$ cat src/rtl/core/tms_pkg.sv
`timescale 1ns / 1ps

package tms_pkg;

  localparam int MAX_NOTES = 64;
  localparam int POS_W     = $clog2(MAX_NOTES);
  localparam int LEN_W     = $clog2(MAX_NOTES + 1);

  localparam logic [2:0] MODE_TICK   = 3'd0;
  localparam logic [2:0] MODE_WRITE  = 3'd1;
  localparam logic [2:0] MODE_MELODY = 3'd2;
  localparam logic [2:0] MODE_TONE   = 3'd3;
  localparam logic [2:0] MODE_STOP   = 3'd4;

  typedef struct packed {
    logic [2:0]  mode;
    logic [5:0]  note_slot;
    logic [6:0]  note_key;
    logic [15:0] note_on_ms;
    logic [15:0] note_gap_ms;
    logic [15:0] tone_freq_hz;
    logic        tone_from_key;
    logic [31:0] tone_ms;
    logic [7:0]  volume;
    logic [6:0]  note_count;
    logic        repeat_flag;
  } tms_item_t;

  typedef struct packed {
    logic [15:0] pwm_freq_hz;
    logic [6:0]  pwm_duty;
    logic        playing;
    logic [5:0]  note_position;
  } tms_result_t;

  // floor(440 * 2^((k-69)/12)) in whole Hz
  localparam logic [15:0] KEY_HZ [128] = '{
    16'd8, 16'd8, 16'd9, 16'd9, 16'd10, 16'd10, 16'd11, 16'd12,
    16'd12, 16'd13, 16'd14, 16'd15, 16'd16, 16'd17, 16'd18, 16'd19,
    16'd20, 16'd21, 16'd23, 16'd24, 16'd25, 16'd27, 16'd29, 16'd30,
    16'd32, 16'd34, 16'd36, 16'd38, 16'd41, 16'd43, 16'd46, 16'd48,
    16'd51, 16'd55, 16'd58, 16'd61, 16'd65, 16'd69, 16'd73, 16'd77,
    16'd82, 16'd87, 16'd92, 16'd97, 16'd103, 16'd110, 16'd116, 16'd123,
    16'd130, 16'd138, 16'd146, 16'd155, 16'd164, 16'd174, 16'd184, 16'd195,
    16'd207, 16'd220, 16'd233, 16'd246, 16'd261, 16'd277, 16'd293, 16'd311,
    16'd329, 16'd349, 16'd369, 16'd391, 16'd415, 16'd440, 16'd466, 16'd493,
    16'd523, 16'd554, 16'd587, 16'd622, 16'd659, 16'd698, 16'd739, 16'd783,
    16'd830, 16'd880, 16'd932, 16'd987, 16'd1046, 16'd1108, 16'd1174, 16'd1244,
    16'd1318, 16'd1396, 16'd1479, 16'd1567, 16'd1661, 16'd1760, 16'd1864, 16'd1975,
    16'd2093, 16'd2217, 16'd2349, 16'd2489, 16'd2637, 16'd2793, 16'd2959, 16'd3135,
    16'd3322, 16'd3520, 16'd3729, 16'd3951, 16'd4186, 16'd4434, 16'd4698, 16'd4978,
    16'd5274, 16'd5587, 16'd5919, 16'd6271, 16'd6644, 16'd7040, 16'd7458, 16'd7902,
    16'd8372, 16'd8869, 16'd9397, 16'd9956, 16'd10548, 16'd11175, 16'd11839, 16'd12543
  };

  function automatic logic [15:0] key_hz_of(input logic [6:0] key);
    return KEY_HZ[key];
  endfunction

  // vol*127/255; x/255 == (x + (x>>8) + 1) >> 8 while x/255 < 256
  function automatic logic [6:0] duty_of(input logic [7:0] vol);
    logic [14:0] prod;
    logic [15:0] sum;
    prod = 15'(vol) * 15'd127;
    sum  = 16'(prod) + 16'(prod >> 8) + 16'd1;
    return sum[14:8];
  endfunction

endpackage

$ cat src/rtl/core/tone_melody_sequencer.sv
`timescale 1ns / 1ps
// An accepted item word is held in the input register, then executed into the result register once it is free.
// Throughput: one item word per cycle; result holding under backpressure stalls the input.
// The note table RAMs are read ahead, addressed from the next state, so reads never stall.
// Reset (rst, synchronous, active high): idle, silent, frequency 0, enable set to 1.
// Note table contents are not cleared by reset; unwritten entries read as garbage.

module tone_melody_sequencer (
  input  logic                 clk,
  input  logic                 rst,
  input  logic                 item_valid,
  output logic                 item_ready,
  input  tms_pkg::tms_item_t   item,
  output logic                 result_valid,
  input  logic                 result_ready,
  output tms_pkg::tms_result_t result,
  input  logic                 cfg_valid,
  output logic                 cfg_ready,
  input  logic                 cfg_data
);

  import tms_pkg::*;

  // ---------------------------------------------------------------------
  // Input register and result register
  // ---------------------------------------------------------------------
  logic        in_valid;
  tms_item_t   in_q;
  logic        out_valid;
  tms_result_t out_q;
  logic        proc;   // the held item word is executed this cycle

  assign proc       = in_valid && (!out_valid || result_ready);
  assign item_ready = !in_valid || proc;

  always_ff @(posedge clk) begin
    if (rst) begin
      in_valid <= 1'b0;
    end else if (item_ready) begin
      in_valid <= item_valid;
    end
    if (item_valid && item_ready) begin
      in_q <= item;
    end
  end

  // ---------------------------------------------------------------------
  // Sequencer state
  // ---------------------------------------------------------------------
  logic             enable;
  logic             active, active_next;
  logic             melody_mode, melody_mode_next;
  logic             in_gap, in_gap_next;
  logic             looping, looping_next;
  logic [POS_W-1:0] position, position_next;
  logic [LEN_W-1:0] melody_length, melody_length_next;
  logic [7:0]       melody_volume, melody_volume_next;
  logic [15:0]      phase_elapsed, phase_elapsed_next;
  logic [31:0]      tone_elapsed, tone_elapsed_next;
  logic [31:0]      tone_length, tone_length_next;
  logic [15:0]      freq_reg, freq_reg_next;
  logic [6:0]       duty_reg, duty_reg_next;
  logic [6:0]       key0;  // copy of entry 0's key, so a melody start needs no RAM read

  // ---------------------------------------------------------------------
  // Note table: times in one RAM (read at the current note), keys in a
  // second RAM (read at the note that follows). Both ports are addressed
  // from the next state so data lines up with the next item word. A write
  // to the address being read is forwarded for one cycle.
  // ---------------------------------------------------------------------
  logic             tbl_we;
  logic [POS_W-1:0] addr_cur, addr_follow;
  logic [LEN_W-1:0] pos_next_inc;
  logic [31:0]      rd_times;
  logic [6:0]       rd_key;
  logic             byp_times, byp_key;
  logic [31:0]      wr_times_q;
  logic [6:0]       wr_key_q;
  logic [15:0]      ent_on, ent_gap;
  logic [6:0]       ent_key;

  assign pos_next_inc = {1'b0, position_next} + LEN_W'(1);
  assign addr_cur     = position_next;
  assign addr_follow  = (pos_next_inc >= melody_length_next) ? '0 : pos_next_inc[POS_W-1:0];

  tms_ram #(.WIDTH(32), .DEPTH(MAX_NOTES)) u_times_ram (
    .clk   (clk),
    .we    (tbl_we),
    .waddr (in_q.note_slot),
    .wdata ({in_q.note_on_ms, in_q.note_gap_ms}),
    .raddr (addr_cur),
    .rdata (rd_times)
  );

  tms_ram #(.WIDTH(7), .DEPTH(MAX_NOTES)) u_key_ram (
    .clk   (clk),
    .we    (tbl_we),
    .waddr (in_q.note_slot),
    .wdata (in_q.note_key),
    .raddr (addr_follow),
    .rdata (rd_key)
  );

  always_ff @(posedge clk) begin
    if (rst) begin
      byp_times <= 1'b0;
      byp_key   <= 1'b0;
    end else begin
      byp_times <= tbl_we && (in_q.note_slot == addr_cur);
      byp_key   <= tbl_we && (in_q.note_slot == addr_follow);
    end
    wr_times_q <= {in_q.note_on_ms, in_q.note_gap_ms};
    wr_key_q   <= in_q.note_key;
    if (tbl_we && in_q.note_slot == '0) begin
      key0 <= in_q.note_key;
    end
  end

  assign {ent_on, ent_gap} = byp_times ? wr_times_q : rd_times;
  assign ent_key           = byp_key ? wr_key_q : rd_key;

  // ---------------------------------------------------------------------
  // Per-word datapath
  // ---------------------------------------------------------------------
  logic [31:0]      tone_inc;
  logic [15:0]      phase_inc;
  logic [LEN_W-1:0] pos_inc;
  logic [15:0]      tone_hz;
  logic [15:0]      hz_key0, hz_follow;
  logic [6:0]       duty_item, duty_mel;
  logic             advance;

  assign tone_inc  = (tone_elapsed == '1) ? tone_elapsed : tone_elapsed + 32'd1;
  assign phase_inc = (phase_elapsed == '1) ? phase_elapsed : phase_elapsed + 16'd1;
  assign pos_inc   = {1'b0, position} + LEN_W'(1);
  assign hz_key0   = key_hz_of(key0);
  assign hz_follow = key_hz_of(ent_key);
  assign duty_item = duty_of(in_q.volume);
  assign duty_mel  = duty_of(melody_volume);
  // key 0 means rest, which looks like a zero frequency
  assign tone_hz   = !in_q.tone_from_key ? in_q.tone_freq_hz :
                     (in_q.note_key == '0) ? 16'd0 : key_hz_of(in_q.note_key);

  always_comb begin
    active_next        = active;
    melody_mode_next   = melody_mode;
    in_gap_next        = in_gap;
    looping_next       = looping;
    position_next      = position;
    melody_length_next = melody_length;
    melody_volume_next = melody_volume;
    phase_elapsed_next = phase_elapsed;
    tone_elapsed_next  = tone_elapsed;
    tone_length_next   = tone_length;
    freq_reg_next      = freq_reg;
    duty_reg_next      = duty_reg;
    tbl_we             = 1'b0;
    advance            = 1'b0;

    if (proc) begin
      case (in_q.mode)
        MODE_TICK: begin
          if (active && !melody_mode) begin
            // single tone: length 0 plays until stopped
            tone_elapsed_next = tone_inc;
            if (tone_length != '0 && tone_inc >= tone_length) begin
              active_next      = 1'b0;
              melody_mode_next = 1'b0;
              in_gap_next      = 1'b0;
              duty_reg_next    = '0;
            end
          end else if (active) begin
            phase_elapsed_next = phase_inc;
            if (in_gap) begin
              // gap compares against the live table entry
              advance = (phase_inc >= ent_gap);
            end else if (phase_inc >= ent_on) begin
              duty_reg_next = '0;
              if (ent_gap != '0) begin
                in_gap_next        = 1'b1;
                phase_elapsed_next = '0;
              end else begin
                advance = 1'b1;
              end
            end
          end
        end
        MODE_WRITE: begin
          tbl_we = 1'b1;
        end
        MODE_MELODY: begin
          if (enable && in_q.note_count != '0) begin
            melody_length_next = (in_q.note_count > LEN_W'(MAX_NOTES)) ?
                                 LEN_W'(MAX_NOTES) : in_q.note_count;
            melody_volume_next = in_q.volume;
            looping_next       = in_q.repeat_flag;
            melody_mode_next   = 1'b1;
            active_next        = 1'b1;
            position_next      = '0;
            in_gap_next        = 1'b0;
            phase_elapsed_next = '0;
            if (key0 == '0 || in_q.volume == '0) begin
              duty_reg_next = '0;
            end else begin
              freq_reg_next = hz_key0;
              duty_reg_next = duty_item;
            end
          end
        end
        MODE_TONE: begin
          if (enable) begin
            melody_mode_next  = 1'b0;
            active_next       = 1'b1;
            in_gap_next       = 1'b0;
            tone_elapsed_next = '0;
            tone_length_next  = in_q.tone_ms;
            if (tone_hz == '0 || in_q.volume == '0) begin
              duty_reg_next = '0;
            end else begin
              freq_reg_next = tone_hz;
              duty_reg_next = duty_item;
            end
          end
        end
        MODE_STOP: begin
          active_next      = 1'b0;
          melody_mode_next = 1'b0;
          in_gap_next      = 1'b0;
          duty_reg_next    = '0;
        end
        default: begin
        end
      endcase

      // step to the next note; key comes from the follow-on RAM port
      if (advance) begin
        if (pos_inc >= melody_length && !looping) begin
          active_next      = 1'b0;
          melody_mode_next = 1'b0;
          in_gap_next      = 1'b0;
          duty_reg_next    = '0;
        end else begin
          position_next      = (pos_inc >= melody_length) ? '0 : pos_inc[POS_W-1:0];
          in_gap_next        = 1'b0;
          phase_elapsed_next = '0;
          if (ent_key == '0 || melody_volume == '0) begin
            duty_reg_next = '0;
          end else begin
            freq_reg_next = hz_follow;
            duty_reg_next = duty_mel;
          end
        end
      end
    end

    // clearing enable also stops playback
    if (cfg_valid && !cfg_data) begin
      active_next      = 1'b0;
      melody_mode_next = 1'b0;
      in_gap_next      = 1'b0;
      duty_reg_next    = '0;
    end
  end

  always_ff @(posedge clk) begin
    if (rst) begin
      enable        <= 1'b1;
      active        <= 1'b0;
      melody_mode   <= 1'b0;
      in_gap        <= 1'b0;
      looping       <= 1'b0;
      position      <= '0;
      melody_length <= '0;
      melody_volume <= '0;
      phase_elapsed <= '0;
      tone_elapsed  <= '0;
      tone_length   <= '0;
      freq_reg      <= '0;
      duty_reg      <= '0;
    end else begin
      if (cfg_valid) begin
        enable <= cfg_data;
      end
      active        <= active_next;
      melody_mode   <= melody_mode_next;
      in_gap        <= in_gap_next;
      looping       <= looping_next;
      position      <= position_next;
      melody_length <= melody_length_next;
      melody_volume <= melody_volume_next;
      phase_elapsed <= phase_elapsed_next;
      tone_elapsed  <= tone_elapsed_next;
      tone_length   <= tone_length_next;
      freq_reg      <= freq_reg_next;
      duty_reg      <= duty_reg_next;
    end
  end

  // ---------------------------------------------------------------------
  // Result word: state as it stands after the item word
  // ---------------------------------------------------------------------
  always_ff @(posedge clk) begin
    if (rst) begin
      out_valid <= 1'b0;
    end else if (proc) begin
      out_valid <= 1'b1;
    end else if (result_ready) begin
      out_valid <= 1'b0;
    end
    if (proc) begin
      out_q.pwm_freq_hz   <= freq_reg_next;
      out_q.pwm_duty      <= duty_reg_next;
      out_q.playing       <= active_next;
      out_q.note_position <= (active_next && melody_mode_next) ? 6'(position_next) : 6'd0;
    end
  end

  assign result_valid = out_valid;
  assign result       = out_q;
  assign cfg_ready    = 1'b1;

endmodule

$ cat src/rtl/core/tms_ram.sv
`timescale 1ns / 1ps

module tms_ram #(
  parameter int WIDTH = 8,
  parameter int DEPTH = 64
) (
  input  logic                             clk,
  input  logic                             we,
  input  logic [$clog2(DEPTH)-1:0]         waddr,
  input  logic [WIDTH-1:0]                 wdata,
  input  logic [$clog2(DEPTH)-1:0]         raddr,
  output logic [WIDTH-1:0]                 rdata
);

  logic [WIDTH-1:0] mem [DEPTH];

  // read returns the old contents on a same-address write
  always_ff @(posedge clk) begin
    if (we) begin
      mem[waddr] <= wdata;
    end
    rdata <= mem[raddr];
  end

endmodule

$ cat config.mk
export PLATFORM = sky130hd
export DESIGN_NAME = tone_melody_sequencer
export DESIGN_NICKNAME = d
export VERILOG_FILES = /design/src/rtl/core/tms_pkg.sv /design/src/rtl/core/tone_melody_sequencer.sv /design/src/rtl/core/tms_ram.sv
export SDC_FILE = /design/constraint.sdc
export NUM_CORES = 2
export LEC_CHECK = 0
export ABC_CLOCK_PERIOD_IN_PS = 12000
export BUFFER_PORTS_ARGS = -buffer_cell sky130_fd_sc_hd__buf_2
export CORE_ASPECT_RATIO = 1.1
export CORE_MARGIN = 2
export CORE_UTILIZATION = 50
export DETAILED_ROUTE_END_ITERATION = 10
export PLACE_DENSITY_LB_ADDON = 0.1
export REMOVE_ABC_BUFFERS = 1
export SETUP_SLACK_MARGIN = 0.05
export SLEW_MARGIN = 25
export SYNTH_ARGS = -nofsm -noshare
export SYNTH_HDL_FRONTEND = slang
export SYNTH_SLANG_ARGS = --single-unit
$ cat constraint.sdc
create_clock -name clk -period 12 [get_ports clk]
set_clock_uncertainty 0.1 [all_clocks]
set_input_delay 0 -clock clk [delete_from_list [all_inputs] [get_ports clk]]
set_output_delay 0 -clock clk [all_outputs]
set_load 0.05 [all_outputs]
Word-level counts from Yosys, hierarchy flattened. Memory sizes are Yosys's and may differ from the RTL's. A register that Yosys moved wholly into a read port is not among the register bits. Cells that the tools add are included.

$add $sub $neg: 8. Multiply operators: 2. $lt $le $gt $ge: 9. Equal/unequal tests: 14. Muxes and demuxes: 100. Bitwise logic cells: 3. Reduce and logical (&&, ||, !) cells: 40.

Operator list (count): $mux W16 (25); $mux W7 (19); $mux W32 (4); $pmux W16 S2 (2); $pmux W32 S2 (1); $mux W6 (7); $mux W1 (38); $add A32 B1 Y32 const B (1); $eq A32 B32 Y1 const B (1); $ge A16 B16 Y1 (2); $ge A32 B32 Y1 (1); $reduce_bool A32 Y1 (1); $add A15 B1 Y15 const B (2); $add A15 B7 Y15 (2); $mul A8 B7 Y15 const B (2); $pmux W7 S4 (1); $ge A8 B8 Y1 const B (3); $not A7 Y8 (3); $logic_not A7 Y1 (3); $add A16 B1 Y16 const B (1); $eq A16 B16 Y1 const B (1); $logic_not A16 Y1 (1); $logic_not A8 Y1 (2); $reduce_bool A16 Y1 (1); 23 further kinds (52).

Bits in registers: 322. RAM bits: 2496. ROM bits: 6144. Input port bits: 119. Output and inout port bits: 33. Word-level logic and storage cells: 216. Memories: 5.

Memories: (name not given) (depth 128, bits a word 16, read ports 1, clocked after memory_dff 0, wr ports 0, line tms_pkg.sv:57) `return KEY_HZ[key];`; (name not given) (depth 128, bits a word 16, read ports 1, clocked after memory_dff 0, wr ports 0, line tms_pkg.sv:57); (name not given) (depth 128, bits a word 16, read ports 1, clocked after memory_dff 0, wr ports 0, line tms_pkg.sv:57); u_times_ram.mem (depth 64, bits a word 32, read ports 1, clocked after memory_dff 1, wr ports 1, line tms_ram.sv:15) `logic [WIDTH-1:0] mem [DEPTH];`; u_key_ram.mem (depth 64, bits a word 7, read ports 1, clocked after memory_dff 1, wr ports 1, line tms_ram.sv:15).

Logic depth before layout (Yosys ltp).
Word-level depth: 16. Gate-level depth with buffers: 42. Gate-level depth less buffers: 31.

Hierarchy. Synthesis repeated with hierarchy kept, for this count alone.

Cells, all modules: 6597. Area, all modules: 118301.0 um2.

By module, submodules not included: tms_ram at u_times_ram (instances 1, cells each 3324, area an instance 78515.3 um2, sequential area each 62139.6 um2); tone_melody_sequencer (instances 1, cells each 2436, area an instance 22112.5 um2, sequential area each 7947.6 um2); tms_ram at u_key_ram (instances 1, cells each 837, area an instance 17673.2 um2, sequential area each 13593.0 um2).

Worst setup path after synthesis. OpenSTA, ideal clock, no wires.

Path kind: flip-flop to flip-flop. Start point: register phase_elapsed[3]. End point: register u_key_ram.rdata[1], read port of u_key_ram.mem. Setup time: 0.103 ns. Arrival: 7.679 ns. Required time: 11.797 ns. Setup slack: 4.118 ns. Stages on the path, launching flop included: 40. Path buffers: 10. Clock period less this slack: 7.882 ns. Path through: dfxtp_1 > clkbuf_1 > nand3_1 > nor2_1 > nand3_1 > nor2_1 > and2_1 > nand4_1 > clkbuf_1 > nand4_1 > nor2_1 > xor2_1 > ha_1 > o21a_1 > a21oi_1 > o31ai_2 > a211oi_2 > buf_6 > (+4 left out) > buf_1 > clkbuf_1 > ha_1 > xnor2_1 > inv_2 > clkbuf_1 > ha_1 > a21o_1 > a211oi_1 > o21ai_1 > nor3_1 > buf_2 > buf_2 > buf_1 > nand2_1 > a32oi_1 > nand3_1 > a2111oi_2.

Longest elaborated chain between the ends: 14. Elaborated cells on any way between the ends: 16. Those cells by class: add/sub: 2; order compare: 3; eq/ne: 1; mux: 10.

RTL lines: start, declared (line tone_melody_sequencer.sv:58) `logic [15:0] phase_elapsed, phase_elapsed_next;`; start signal, assigned (line tone_melody_sequencer.sv:291) `phase_elapsed <= phase_elapsed_next;`; $add A16 B1 Y16 or $eq A16 B16 Y1 (tied branches) (line tone_melody_sequencer.sv:134) `assign phase_inc = (phase_elapsed == '1) ? phase_elapsed : phase_elapsed + 16'd1;`; $mux W16 * (line tone_melody_sequencer.sv:134); $ge A16 B16 Y1 (line tone_melody_sequencer.sv:177) `end else if (phase_inc >= ent_on) begin`; $mux W1 (line tone_melody_sequencer.sv:177); $mux W1 * (line tone_melody_sequencer.sv:174) `if (in_gap) begin`; $mux W1 * (line tone_melody_sequencer.sv:172) `end else if (active) begin`; $mux W1 * (line tone_melody_sequencer.sv:163) `if (active && !melody_mode) begin`; $mux W1 * (line tone_melody_sequencer.sv:161) `case (in_q.mode)`; $mux W1 * (line tone_melody_sequencer.sv:160) `if (proc) begin`; $mux W6 * (line tone_melody_sequencer.sv:236) `if (advance) begin`; $mux W6 * (line tone_melody_sequencer.sv:160); named net addr_cur[1] (line tone_melody_sequencer.sv:72) `logic [POS_W-1:0] addr_cur, addr_follow;`; $add A6 B1 Y7 * (line tone_melody_sequencer.sv:82) `assign pos_next_inc = {1'b0, position_next} + LEN_W'(1);`; $ge A7 B7 Y1 (line tone_melody_sequencer.sv:84) `assign addr_follow = (pos_next_inc >= melody_length_next) ? '0 : pos_next_inc[POS_W-1:0];`; $mux W6 * (line tone_melody_sequencer.sv:84); end, declared (line tms_ram.sv:12) `output logic [WIDTH-1:0] rdata`.

The timed path passes the listed nets; every way through them passes the cells marked *. The select of a mux whose other input is x is not followed. A chain may end at the register's enable or synchronous reset.

Final worst setup path.
Start point: register phase_elapsed[2]. End point: register u_key_ram.rdata[3], read port of u_key_ram.mem.

Longest elaborated chain between the ends: 14. Elaborated cells on any way between the ends: 16. Those cells by class: add/sub: 2; order compare: 3; eq/ne: 1; mux: 10.

RTL lines (line): $add A16 B1 Y16 or $eq A16 B16 Y1 (tied branches) (tone_melody_sequencer.sv:134); $mux W16 * (tone_melody_sequencer.sv:134); $ge A16 B16 Y1 (tone_melody_sequencer.sv:177); $mux W1 (tone_melody_sequencer.sv:177); $mux W1 * (tone_melody_sequencer.sv:174); $mux W1 * (tone_melody_sequencer.sv:172); $mux W1 * (tone_melody_sequencer.sv:163); $mux W1 * (tone_melody_sequencer.sv:161); $mux W1 * (tone_melody_sequencer.sv:160); $mux W6 * (tone_melody_sequencer.sv:236); $mux W6 * (tone_melody_sequencer.sv:160); $add A6 B1 Y7 * (tone_melody_sequencer.sv:82); $ge A7 B7 Y1 (tone_melody_sequencer.sv:84); $mux W6 * (tone_melody_sequencer.sv:84).

Every way passes the cells marked *; elsewhere a longest branch is shown, timed or not. The select of a mux whose other input is x is not followed.

==> flow_summary_export.csv <==
group,metric,value,unit
status,outcome,"finished clean",
clock_tree,cts_tree,"yes",
routing,routed_wl,393,mm
grt,antenna_found_initial,10,
sta,setup_viol,0,
power,total_power,21300,uW
job,maxCapViolCount,0,
floorplan,start_util,0.502,
clock_tree,clock-sinks,2857,
worst_setup_path,critPathCaptureType,"flop",
power,power_density,155,nW/um^2
placed_design,placed_cell_area,126000,sq um
placed_design,portBuffers,150,
worst_setup_path,cp.arrival,10720,ps
synthesis,synthTopCellsByCount,"2,646 x edfxtp_1, 1,677 x nand2_1, 564 x a21oi_1, 512 x mux2i_1, 457 x nand3_1",
synthesis,yosysWarnings,0,
power,leakage,0.0496,uW
worst_setup_path,critPathBufInv,4,
routing,vias,80700,
synthesis,synth_most_common_cell,"edfxtp_1",
finish,largest_register_ff_count,2048,
floorplan,row_count,189,
worst_setup_path,cp_max_fo,49,
synthesis,synth-edff-count,2646,
finish,nets,9818,
sta,slew_violations,0,
worst_setup_path,max_stage_delay,560,ps
floorplan,ios,152,
finish,largestRegisters,"u_times_ram.mem (2048), u_key_ram.mem (448), in_q (113)",
clock_tree,htreeDepth,5,
floorplan,dieArea,245000,sq um
sta,rsz0062_at_grt,"no",
hold_path,hold_path_class,"in -> reg",
routing,drt_iter0_drc,10000,
synthesis,synth_area_leaders,"edfxtp_1 66%, nand2_1 5.2%, mux2i_1 4.3%",
synthesis,synth_area,121000,sq um
clock_tree,cts_buffers,302,
clock_tree,cts_resized,0,
clock_tree,path_clk_slew,60,ps
power,max-vdd-ir-drop,0.000104,V
clock_tree,cts_root_buf,"clkbuf_16",
routing,viasPerCell,6.27,
synthesis,synth_top_cell_area_share,0.659,
grt,grt_max_degree,129,
placed_design,dp_hpwl,221,mm
grt,grt_pass1_wl,557,mm
grt,grt_pass1_vias,77200,
synthesis,synth_top_area_cell,"edfxtp_1",
worst_setup_path,required,12640,ps
finish,final_cell_area,138000,sq um
floorplan,die_y,519,um
grt,grt_usage,0.314,
worst_setup_path,critPathKind,"reg -> reg",
synthesis,synth_cell_types,107,
routing,wl_per_cell,30.5,um
sta,max_freq,99.1,MHz
floorplan,die_x,472,um
synthesis,synthArstFlopShare,0,
clock_tree,cts_setup_buffers,0,
sta,max_slew_margin,0.186,
synthesis,syn_area_per_cell,13.2,sq um
placed_design,place_congestion,0.909,
routing,firstDrtPassIters,8,
sta,fin_crit,10090,ps
worst_setup_path,crit_family,"simple AND/OR/NAND/NOR gates",
floorplan,core_area,240000,sq um
clock_tree,clock_latency,890,ps
synthesis,synthCells,9113,
synthesis,yosys_most_used_dff,"edfxtp_1",
sta,hold_violations,0,
worst_setup_path,cp_slowest_cell,"nand3_4",
synthesis,ys_ff_latch,2857,
grt,grt.overflow.total,0,
routing,drc,0,
finish,syn2layout_area_growth,14.2,%
sta,min_period_over_period,0.841,
worst_setup_path,start_kind,"flop",
clock_tree,clock_path_buffers,4,
routing,ant_nets,0,
finish,largest_register,"u_times_ram.mem",
sta,tightest_slew,1210,ps
synthesis,synth-seq-area-share,0.694,
finish,drive_above_1_share,0.103,
==> report_power, final <==
part	internal (uW)	switching, uW
Sequential	10900	41.8
Combinational	422	725
Clock	5360	3860
==> worst reg2reg max path, delay by kind of cell, from the launching register on <==
| kind | cells | cell delay (ps) |
|---|---|---|
| AND/OR/NAND/NOR | 14 | 3830 |
| AO/OA/AOI/OAI | 10 | 2590 |
| buffers and inverters | 4 | 1250 |
| adder cells (fa/ha/maj) | 3 | 950 |
| XOR/XNOR | 2 | 770 |
| flip-flops | 1 | 460 |
==> final cells by class <==
type | instances | area (sq um)
inverter | 155 | 599
clock inverter | 127 | 1250
clock buffer | 410 | 8370
timing repair buffer | 632 | 5310
tap | 3151 | 3940
antenna | 2 | 5.00
multi-input combinational | 5527 | 34400
fill | 19200 | 103000
sequential | 2857 | 83700
==> layout by cell type (no fill, tap or decap), drive strengths merged, types with 46 or more instances in the layout <==
| cell type | Yosys | routed |
|---|---|---|
| ha | 178 | 178 |
| mux2i | 512 | 512 |
| a211oi | 65 | 65 |
| dfxtp | 211 | 211 |
| clkbuf | 261 | 410 |
| clkinv | 1 | 87 |
| a21oi | 564 | 564 |
| nor2 | 349 | 349 |
| edfxtp | 2646 | 2646 |
| dlygate4sd3 | 0 | 238 |
| xnor2 | 64 | 64 |
| buf | 313 | 394 |
| o21ai | 225 | 225 |
| inv | 154 | 162 |
| nand2 | 1679 | 1679 |
| nand3 | 458 | 458 |
| nor4 | 121 | 121 |
| fa | 46 | 46 |
| nor3 | 94 | 94 |
| o221ai | 130 | 130 |
| a311oi | 62 | 62 |
| a31oi | 109 | 109 |
| o22ai | 143 | 143 |
==> stage by stage <==
step / setup WS (ps) / hold slack (ps) / instances / utilization / setup TNS, ps
after CTS: 1980 / 39.1 / 12900 / 0.572 / 0
after global routing: 1220 / 119 / 12900 / 0.573 / 0
after floorplan: -36090 / -30.9 / 8539 / - / -1254970
final: 1910 / 104 / 12900 / 0.573 / 0
after global placement: 2060 / 76.0 / 12100 / 0.521 / 0
after detailed placement: 2080 / 78.1 / 12100 / 0.523 / 0
==> final timing paths <==
path	startpoint	to	slack, ps	cells past startpoint
hold reg to reg	tone_length[24]$_SDFFE_PP0P_	tone_length[24]$_SDFFE_PP0P_	380	2
setup / recovery	phase_elapsed[2]$_SDFFE_PP0P_	u_key_ram.rdata[3]$_DFF_P_	1910	33
setup reg to reg	phase_elapsed[2]$_SDFFE_PP0P_	u_key_ram.rdata[3]$_DFF_P_	1910	33
hold / removal	rst	tone_length[25]$_SDFFE_PP0P_	100	3
==> what timing repair did <==
action                                  4_1_cts  5_1_grt
endpoints found under the setup margin        0        0
hold buffers                                238        0
endpoints found under the hold margin       271        0
==> cell families (layout without fill, tap and decap cells) <==
family                   after synthesis  count (layout)  share of synthesized area
AND/OR/NAND/NOR                     2978            2978                      0.108
flip-flops                          2857            2857                      0.694
AO/OA/AOI/OAI                       1678            1678                     0.0911
buffers and inverters                729            1324                     0.0256
multiplexers                         551             551                     0.0474
adder cells (fa/ha/maj)              224             224                     0.0261
XOR/XNOR                              95              95                    0.00706
other                                  1               3                  0.0000311
==> routing by layer <==
metal | part of all wire | global-route usage | vias up
met5 | 0.00014 | 0 | -
met4 | 0.047 | 0.136 | 6
met3 | 0.084 | 0.0489 | 810
met2 | 0.47 | 0.510 | 4001
met1 | 0.39 | 0.419 | 40800
li1 | - | - | 35100
Power figures use the tool's default switching activity.
